===== src/rtl/sbpr_pkg.sv =====
package sbpr_pkg;

   // Sync byte that opens every packet
   localparam logic [7:0] SYNC_BYTE = 8'hFF;

   // Fixed packet positions and limits
   localparam int unsigned HDR_BYTES = 4;
   localparam logic [8:0] MAX_INDEX = 9'd259;

   // Register indexes on the csr port
   localparam logic [1:0] REG_MAX_ID = 2'd0;
   localparam logic [1:0] REG_MAX_LENGTH = 2'd1;
   localparam logic [1:0] REG_TIMEOUT_TICKS = 2'd2;

   // Reset values of the registers
   localparam logic [7:0] MAX_ID_RESET = 8'd253;
   localparam logic [7:0] MAX_LENGTH_RESET = 8'd64;
   localparam logic [15:0] TIMEOUT_RESET = 16'd1000;

   // Input word kinds
   localparam logic KIND_BYTE = 1'b0;
   localparam logic KIND_TICK = 1'b1;

   typedef enum logic [2:0] {
      PH_SYNC1 = 3'd0,
      PH_SYNC2 = 3'd1,
      PH_ID = 3'd2,
      PH_LEN = 3'd3,
      PH_PAYLOAD = 3'd4
   } phase_type;

   typedef enum logic [2:0] {
      ST_PROGRESS = 3'd0,
      ST_COMPLETE = 3'd1,
      ST_BAD_SYNC = 3'd2,
      ST_BAD_ID = 3'd3,
      ST_BAD_LEN = 3'd4,
      ST_TIMEOUT = 3'd5
   } status_type;

   typedef struct packed {
      logic [7:0] max_id;
      logic [7:0] max_length;
      logic [15:0] timeout_ticks;
   } cfg_type;

   typedef struct packed {
      logic valid;
      logic [7:0] value;
      logic [8:0] index;
      status_type status;
      logic last;
   } result_type;

endpackage


===== src/rtl/servo_bus_packet_receiver.sv =====
// Servo bus status packet receiver.
// A word taken on req_ passes one input register, then the parser logic into the output
// register, before its result shows on rsp_. Throughput: one word per cycle while no
// result waits on rsp_tready; tick words give no result unless they time out a packet.
// Reset: the parser returns to sync hunt, both registers empty, csr values back
// to max_id 253, max_length 64, timeout_ticks 1000.
module servo_bus_packet_receiver (
   input logic clock,
   input logic reset,
   input logic req_tvalid,
   output logic req_tready,
   input logic [7:0] req_tdata, // [7:0] rx_byte
   input logic req_tuser, // [0] kind
   output logic rsp_tvalid,
   input logic rsp_tready,
   output logic [23:0] rsp_tdata, // [7:0] byte_value, [16:8] byte_index, [23:17] zero
   output logic [2:0] rsp_tuser, // [2:0] status
   output logic rsp_tlast, // last
   input logic csr_valid,
   output logic csr_ready,
   input logic [1:0] csr_index,
   input logic [15:0] csr_data
);
   import sbpr_pkg::*;

   cfg_type cfg_ff;
   logic in_valid_ff;
   logic in_kind_ff;
   logic [7:0] in_byte_ff;
   logic out_valid_ff, out_valid_in;
   result_type out_ff;
   result_type res;
   logic advance;

   // Move the held word on when the output register is free or draining
   assign advance = in_valid_ff && (!out_valid_ff || rsp_tready);
   assign req_tready = !in_valid_ff || advance;
   assign csr_ready = 1'b1;

   // Register writes
   always_ff @(posedge clock) begin
      if (reset) begin
         cfg_ff.max_id <= MAX_ID_RESET;
         cfg_ff.max_length <= MAX_LENGTH_RESET;
         cfg_ff.timeout_ticks <= TIMEOUT_RESET;
      end else if (csr_valid && csr_ready) begin
         case (csr_index)
            REG_MAX_ID: cfg_ff.max_id <= csr_data[7:0];
            REG_MAX_LENGTH: cfg_ff.max_length <= csr_data[7:0];
            REG_TIMEOUT_TICKS: cfg_ff.timeout_ticks <= csr_data;
            default: ;
         endcase
      end
   end

   // Input register
   always_ff @(posedge clock) begin
      if (reset) begin
         in_valid_ff <= 1'b0;
      end else if (req_tready) begin
         in_valid_ff <= req_tvalid;
      end
   end

   always_ff @(posedge clock) begin
      if (req_tvalid && req_tready) begin
         in_kind_ff <= req_tuser;
         in_byte_ff <= req_tdata;
      end
   end

   sbpr_parser u_parser (
      .clock(clock),
      .reset(reset),
      .step(advance),
      .kind(in_kind_ff),
      .rx_byte(in_byte_ff),
      .cfg(cfg_ff),
      .res(res)
   );

   // Output register: load on advance, clear once taken
   always_comb begin
      out_valid_in = out_valid_ff;
      if (advance) begin
         out_valid_in = res.valid;
      end else if (rsp_tready) begin
         out_valid_in = 1'b0;
      end
   end

   always_ff @(posedge clock) begin
      if (reset) begin
         out_valid_ff <= 1'b0;
      end else begin
         out_valid_ff <= out_valid_in;
      end
   end

   always_ff @(posedge clock) begin
      if (advance && res.valid) begin
         out_ff <= res;
      end
   end

   assign rsp_tvalid = out_valid_ff;
   assign rsp_tdata = {7'd0, out_ff.index, out_ff.value};
   assign rsp_tuser = out_ff.status;
   assign rsp_tlast = out_ff.last;

   // Checks on the result words
   a_last_ends_packet: assert property (@(posedge clock) disable iff (reset)
      rsp_tvalid |-> (rsp_tlast == (rsp_tuser != ST_PROGRESS)))
      else $error("last flag disagrees with status");

   a_timeout_zero_value: assert property (@(posedge clock) disable iff (reset)
      (rsp_tvalid && rsp_tuser == ST_TIMEOUT) |-> (rsp_tdata[7:0] == 8'd0))
      else $error("timeout word carries a byte value");

   a_index_range: assert property (@(posedge clock) disable iff (reset)
      rsp_tvalid |-> (rsp_tdata[16:8] <= MAX_INDEX))
      else $error("byte index beyond longest packet");

   a_sync_index: assert property (@(posedge clock) disable iff (reset)
      (rsp_tvalid && rsp_tuser == ST_BAD_SYNC) |-> (rsp_tdata[16:8] <= 9'd1))
      else $error("bad sync past the sync bytes");

endmodule


===== src/rtl/sbpr_parser.sv =====
module sbpr_parser (
   input logic clock,
   input logic reset,
   input logic step,
   input logic kind,
   input logic [7:0] rx_byte,
   input sbpr_pkg::cfg_type cfg,
   output sbpr_pkg::result_type res
);
   import sbpr_pkg::*;

   phase_type phase_ff, phase_in;
   logic [8:0] byte_count_ff, byte_count_in;
   logic [7:0] payload_length_ff, payload_length_in;
   logic [15:0] idle_count_ff, idle_count_in;

   logic [15:0] limit;
   logic [15:0] idle_next;
   logic [9:0] end_pos;
   logic [9:0] next_pos;

   // Effective tick limit and saturating idle count
   assign limit = (cfg.timeout_ticks == 16'd0) ? 16'd1 : cfg.timeout_ticks;
   assign idle_next = (idle_count_ff == 16'hFFFF) ? idle_count_ff : idle_count_ff + 16'd1;
   assign end_pos = 10'(HDR_BYTES) + {2'b00, payload_length_ff};
   assign next_pos = {1'b0, byte_count_ff} + 10'd1;

   // Next state and result for the word in hand
   always_comb begin
      phase_in = phase_ff;
      byte_count_in = byte_count_ff;
      payload_length_in = payload_length_ff;
      idle_count_in = idle_count_ff;
      res.valid = 1'b0;
      res.value = rx_byte;
      res.index = byte_count_ff;
      res.status = ST_PROGRESS;
      res.last = 1'b0;

      if (kind == KIND_TICK) begin
         res.value = 8'd0;
         case (phase_ff)
            PH_SYNC2, PH_ID, PH_LEN, PH_PAYLOAD: begin
               idle_count_in = idle_next;
               if (idle_next >= limit) begin
                  res.valid = 1'b1;
                  res.status = ST_TIMEOUT;
                  res.last = 1'b1;
                  phase_in = PH_SYNC1;
                  byte_count_in = 9'd0;
                  payload_length_in = 8'd0;
                  idle_count_in = 16'd0;
               end
            end
            default: begin
               // waiting for sync: ticks are ignored
               phase_in = PH_SYNC1;
               byte_count_in = 9'd0;
               payload_length_in = 8'd0;
               idle_count_in = 16'd0;
            end
         endcase
      end else begin
         res.valid = 1'b1;
         idle_count_in = 16'd0;
         byte_count_in = next_pos[8:0];
         case (phase_ff)
            PH_SYNC2: begin
               if (rx_byte != SYNC_BYTE) begin
                  res.status = ST_BAD_SYNC;
               end else begin
                  phase_in = PH_ID;
               end
            end
            PH_ID: begin
               if (rx_byte > cfg.max_id) begin
                  res.status = ST_BAD_ID;
               end else begin
                  phase_in = PH_LEN;
               end
            end
            PH_LEN: begin
               if (rx_byte > cfg.max_length) begin
                  res.status = ST_BAD_LEN;
               end else if (rx_byte == 8'd0) begin
                  res.status = ST_COMPLETE;
               end else begin
                  payload_length_in = rx_byte;
                  phase_in = PH_PAYLOAD;
               end
            end
            PH_PAYLOAD: begin
               if (next_pos >= end_pos) begin
                  res.status = ST_COMPLETE;
               end
            end
            default: begin
               // first sync byte opens a packet at position zero
               res.index = 9'd0;
               byte_count_in = 9'd1;
               if (rx_byte != SYNC_BYTE) begin
                  res.status = ST_BAD_SYNC;
               end else begin
                  phase_in = PH_SYNC2;
               end
            end
         endcase
         // drop back to sync hunt when the packet ends
         if (res.status != ST_PROGRESS) begin
            res.last = 1'b1;
            phase_in = PH_SYNC1;
            byte_count_in = 9'd0;
            payload_length_in = 8'd0;
         end
      end
   end

   // Hold parser state, advance on each word
   always_ff @(posedge clock) begin
      if (reset) begin
         phase_ff <= PH_SYNC1;
         byte_count_ff <= 9'd0;
         payload_length_ff <= 8'd0;
         idle_count_ff <= 16'd0;
      end else if (step) begin
         phase_ff <= phase_in;
         byte_count_ff <= byte_count_in;
         payload_length_ff <= payload_length_in;
         idle_count_ff <= idle_count_in;
      end
   end

endmodule

===== config.mk =====
export PLATFORM = sky130hd
export DESIGN_NAME = servo_bus_packet_receiver
export DESIGN_NICKNAME = d
export VERILOG_FILES = /design/src/rtl/sbpr_pkg.sv /design/src/rtl/servo_bus_packet_receiver.sv /design/src/rtl/sbpr_parser.sv
export SDC_FILE = /design/constraint.sdc
export NUM_CORES = 1
export LEC_CHECK = 0
export CORE_MARGIN = 5
export CORE_UTILIZATION = 30
export CTS_CLUSTER_DIAMETER = 150
export CTS_CLUSTER_SIZE = 8
export DETAILED_ROUTE_END_ITERATION = 10
export DONT_BUFFER_PORTS = 1
export PLACE_DENSITY_LB_ADDON = 0.1
export SLEW_MARGIN = 40
export SYNTH_ARGS = -nofsm -noshare
export SYNTH_HDL_FRONTEND = slang
export SYNTH_SLANG_ARGS = --single-unit
export TNS_END_PERCENT = 10

===== constraint.sdc =====
create_clock -name clock -period 4.9 [get_ports clock]
set_input_delay 0.98 -clock clock [delete_from_list [all_inputs] [get_ports clock]]
set_output_delay 0.98 -clock clock [all_outputs]
set_load 0.01 [all_outputs]

# == Word level (Yosys, flattened, before mapping) ==
# Cells that the tools add are included.
# W data, S select, Z words.
# totals
rom_bits,0
in_bits,32
wordCells,104
ramBits,0
latch_bits,0
ff_bits,100
memories,0
output_inout_bits,31
# op_classes
order_cmp,4
mux,45
div_mod_pow,0
shift,0
add_sub_neg,3
mul,0
reduce_logical,20
n_eq_ne,17
n_bitwise,0
# ops
operator,n
$mux W16,5
$mux W9,7
$mux W8,7
$mux W3,11
$add A16 B1 Y16 const B,1
$eq A16 B16 Y1 const B,1
$ge A16 B16 Y1,1
$gt A8 B8 Y1,2
$logic_not A16 Y1,1
$ne A4 B4 Y1 const B,4
$mux W4,3
$pmux W3 S4,1
$add A9 B1 Y10 const B,1
$ge A10 B10 Y1,1
$add A3 B8 Y9 const A,1
$pmux W3 S3,1
$logic_not A8 Y1,1
$mux W1,8
$ne A8 B8 Y1 const B,1
$reduce_and A2 Y1,4
$reduce_and A8 Y1,1
$eq A3 B2 Y1 const B,2
$ne A3 B2 Y1 const B,2
$ne A3 B3 Y1 const B,2
other kinds (14),20

# == Longest topological paths before layout ==
# depth
word_depth,8
depth_mapped,17
depth_no_buf,15

# == Modules after synthesis ==
# Synthesis repeated with hierarchy kept, for this count alone.
# hier_totals
hier_cells,617
area_unflattened_um2,5941.9
# by_module_without_submodules
mod,n_inst,area_each_um2,seq_area_each_um2,cells_each
sbpr_parser,1,3550.9,720.7,434
servo_bus_packet_receiver,1,2391.0,1581.5,183

# == Worst setup path after synthesis ==
# Ideal clock, no wire load.
# synth_path
path_kind,register to register
start,reg u_parser.idle_count_ff[0]
end,"reg out_ff (netlist bit rsp_tdata[0]), enable pin"
setup_time_ns,0.399
t_required_ns,4.501
arrival_time_ns,3.818
setup_slack_ns,0.684
synth_period_minus_slack_ns,4.216
path_buffers,1
stages_incl_launch_ff,15
cell_sequence,dfxtp_1 ha_1 and3_4 nand3_2 or4_4 buf_6 xnor2_1 ha_1 nand2b_1 a2111oi_0 nand4b_1 a211oi_2 o21ai_0 and2_1 nor2_1
# synth_between
elab_chain_cells,7
word_cells_on_any_way,8
cone_classes,1 x add/sub; 1 x order compare; 1 x eq/ne; 4 x mux; 1 x reduce/logical
# synth_rtl
element,line_no,text
"start, declared",sbpr_parser.sv:15,"logic [15:0] idle_count_ff, idle_count_in;"
"start signal, assigned",sbpr_parser.sv:129,idle_count_ff <= idle_count_in;
$add A16 B1 Y16 or $eq A16 B16 Y1 (tied branches),sbpr_parser.sv:24,assign idle_next = (idle_count_ff == 16'hFFFF) ? idle_count_ff : idle_count_ff + 16'd1;
$mux W16 (*),sbpr_parser.sv:24,
$ge A16 B16 Y1 (*),sbpr_parser.sv:45,if (idle_next >= limit) begin
$mux W1 (*),sbpr_parser.sv:45,
$mux W1 (*),sbpr_parser.sv:42,case (phase_ff)
$mux W1 (*),sbpr_parser.sv:40,if (kind == KIND_TICK) begin
$logic_and A1 B1 Y1 (*),servo_bus_packet_receiver.sv:101,if (advance && res.valid) begin
"end signal, assigned",servo_bus_packet_receiver.sv:102,out_ff <= res;
"end, declared",servo_bus_packet_receiver.sv:31,result_type out_ff;
# Every way passes the cells marked *; elsewhere a longest branch is shown, timed or not.
# A chain may end at the register's enable or synchronous reset.

# == Final worst setup path ==
# layout_path
start,reg u_parser.idle_count_ff[0]
end,"reg out_ff (netlist bit rsp_tdata[2]), enable pin"
# Same word-level chain as after synthesis.

==> run summary <==
Critical setup path kind = reg -> reg
WL/cell = 17.14 µm
Final period util = 82.31%
Seq/Total Area, Yosys = 41.10%
Postcts setup bufs = 0
Skew final = 0.009383 ns
Startpoint Class = flip-flop
Leak pwr = 2.352 nW
GPL Wtd Cong = 0.8340
Final Hold Fails = 0
Vias per cell = 5.098
VDD IR max = 0.1615 mV
Sinks on the clock net = 100
Synthesis-stage register bit count = 100
Most common cell after layout, fill and taps aside = dfxtp_1
Synth Warn # = 0
EDFF count, synth = 30
Avg Cell Area, Syn = 9.367 µm²
Clk Latency, worst-skew pair = 0.35 ns
HPWL after DPL = 10,850 µm
Cts bufs inserted = 9
Fmax = 248.0 MHz
Initial Util = 30.25%
Met3 Usage GRT = 4.531%
Setup_tns = 0 ns
DRT Pass-1 Iters = 4
Maximum buffer depth of the clock tree = 2
Drt drc = 0
Post-synth ARST share = 0%
Worst flop-to-flop path startpoint = u_parser.idle_count_ff[0]$_SDFFE_PP0P_
Relative slew slack = 53.34%
Filler cells = 1,933
Pwr Density = 296.0 nW/µm²
Max-Cap Viols = 0
Worst Path Required = 4.92 ns
Status = complete, no violations
Ys flop type = dfxtp_1
Routed WL = 14,190 µm
Area Overhead vs Synth = 9.270%
Core ar. = 18,520 µm²
Reg-to-reg setup timing slack = 0.87 ns
Worst-path maximum fanout = 21
Reg2reg end = rsp_tdata[2]$_SDFFCE_PP0P_
H-tree depth = 3
Synthesized cell area = 5602 µm²
Drt initial violations = 257
Worst R2R Path Depth = 16
CTS tree = yes
GR Overflow Total = 0
Cells after Synth = 598
Fin crit period = 4.033 ns
Pin count of the biggest net entering global routing = 41
Post-route ant nets = 0
Met2 Use GR = 20.74%
Worst Hold Class = reg -> reg
Top-level port count = 63
Measured slew at the worst slew-check pin = 0.6998 ns
Initial antenna violation count = 0
Die height = 146.6 µm
Layout Nets = 665
Share of post-route cells with drive strength above 1 = 8.754%
Via count = 4,221
Final setup viols = 0
Most frequent cells in the layout = dfxtp_1 (70), nand2_1 (67), inv_1 (48)
Ant diodes = 0
Root buffer cell = clkbuf_16
CP Capture Point = rsp_tdata[2]$_SDFFCE_PP0P_
Worst hold slack = 0.4643 ns
CP Launch Point = u_parser.idle_count_ff[0]$_SDFFE_PP0P_
Rows = 50
M1 GR Usage = 17.54%
GRT busiest layer = met2
Total power = 0.001812 W
Worst-path clk slew = 0.07 ns
RSZ-0062 raised after global routing = no
First-pass GRT wire length = 23,030 µm
Number of port buffers = 0
Slew Viols, Final = 0
Die area = 21,500 µm²
Post-cts sizing count = 0
Chip width = 146.6 µm
CP endpoint kind = flip-flop
Vias in the first global route = 4,236
Hold Path Origin = cfg_ff[0]$_SDFFE_PP0P_
Tot GR Track Use = 13.45%
Synth cell types = 73
Hold buffer count at CTS = 0
CP Data Arrival Time = 4.06 ns
sequential cells by signal, indices dropped and copies added, names as in the netlist:
register / cells
u_parser.payload_length_ff: 8
in_kind_ff: 1
rsp_tdata: 17
in_byte_ff: 8
rsp_tuser: 3
u_parser.byte_count_ff: 9
rsp_tvalid: 1
rsp_tlast: 1
u_parser.phase_ff: 3
cfg_ff: 32
in_valid_ff: 1
u_parser.idle_count_ff: 16
synthesized netlist by cell type (all sizes together) (3+ instances only):
master	count	area share [%]
a211oi	4	0.63
xnor2	19	3.0
dfxtp	70	25
nand2b	6	0.80
buf	18	2.5
o41ai	8	2.3
nand2	68	4.7
nor3	6	0.54
or4	3	0.47
nand4	15	1.7
a21oi	38	3.4
clkbuf	12	0.80
o22ai	3	0.45
nor2	42	3.0
and2	6	0.71
a32o	6	1.1
nor4	9	1.1
inv	49	3.3
nand3	25	2.3
ha	44	9.8
and3	7	0.87
a22o	6	0.94
xor2	4	0.63
edfxtp	30	16
a31oi	5	0.56
o211ai	21	2.8
nor2b	13	1.5
o21ai	14	1.3
mux2i	8	1.4
power by group:
part	internal [W]	total (W)	switching [W]	leakage, nW
registers	0.000872	0.000891	0.0000194	0.863
logic	0.0000316	0.0000978	0.0000662	1.32
clock network	0.000500	0.000823	0.000322	0.167
final cells by class:
class / instances / area (µm²) / area share (%)
flip-flops and latches: 100 / 2302 / 37.61
inverters: 49 / 183.9 / 3.005
well taps: 234 / 292.8 / 4.783
clock buffers: 10 / 229.0 / 3.741
clock inverters: 6 / 112.6 / 1.840
multi-input cells: 425 / 2967 / 48.47
repair buffers: 4 / 33.78 / 0.5519
worst max-delay path: stages, from the launching register on:
cell      delay [ns]
dfxtp_1         0.40
ha_1            0.19
and3_4          0.20
nand3_2         0.13
nor4_2          0.50
nor2_1          0.14
nand4_1         0.18
xnor2_1         0.09
ha_1            0.30
a21oi_1         0.06
o21ai_1         0.16
nor4_1          0.10
a211oi_2        0.44
o21ai_0         0.16
and2_1          0.24
nor2_2          0.09
buf_4           0.31
per-layer routing:
layer,vias to the layer above,part of all wire (%),wire (µm)
li1,2125,-,-
met1,1994,47,6623
met2,81,45,6403
met3,21,5.9,830
met4,0,2.3,331
met5,-,0,0
through the flow:
| step | cells | area [µm²] | setup slack (ns) | util (%) |
|---|---|---|---|---|
| 3_5_place_dp | 812 | 5779 | 0.8815 | 31.21 |
| 6_report | 828 | 6121 | 0.8669 | 33.05 |
| 5_1_grt | 828 | 6121 | 0.5754 | 33.05 |
| 2_1_floorplan | 604 | 5624 | 0.6835 | - |
| 3_3_place_gp | 811 | 5762 | 0.9546 | 31.11 |
| 4_1_cts | 828 | 6121 | 0.8428 | 33.05 |
logic make-up (layout without fill, tap and decap cells):
family	Yosys count	count (layout)	synth area share [%]
xor gates and xnor gates	23	23	3.596
AOI/OAI and AO/OA	127	127	17.06
other	2	8	0.1341
and+or+nand+nor	213	213	19.86
muxes	10	10	1.832
adders and majority gates	44	44	9.828
buffers and inverters	79	69	6.589
DFF	100	100	41.10
worst min-delay path by stage:
stage / cells after the start / end
after floorplan: 2 / cfg_ff[0]$_SDFFE_PP0P_
after global placement: 2 / cfg_ff[0]$_SDFFE_PP0P_
after detailed placement: 2 / cfg_ff[0]$_SDFFE_PP0P_
after CTS: 2 / cfg_ff[0]$_SDFFE_PP0P_
after global routing: 2 / cfg_ff[0]$_SDFFE_PP0P_
final: 2 / cfg_ff[0]$_SDFFE_PP0P_
Note: power is estimated with default switching activity, not from simulation.
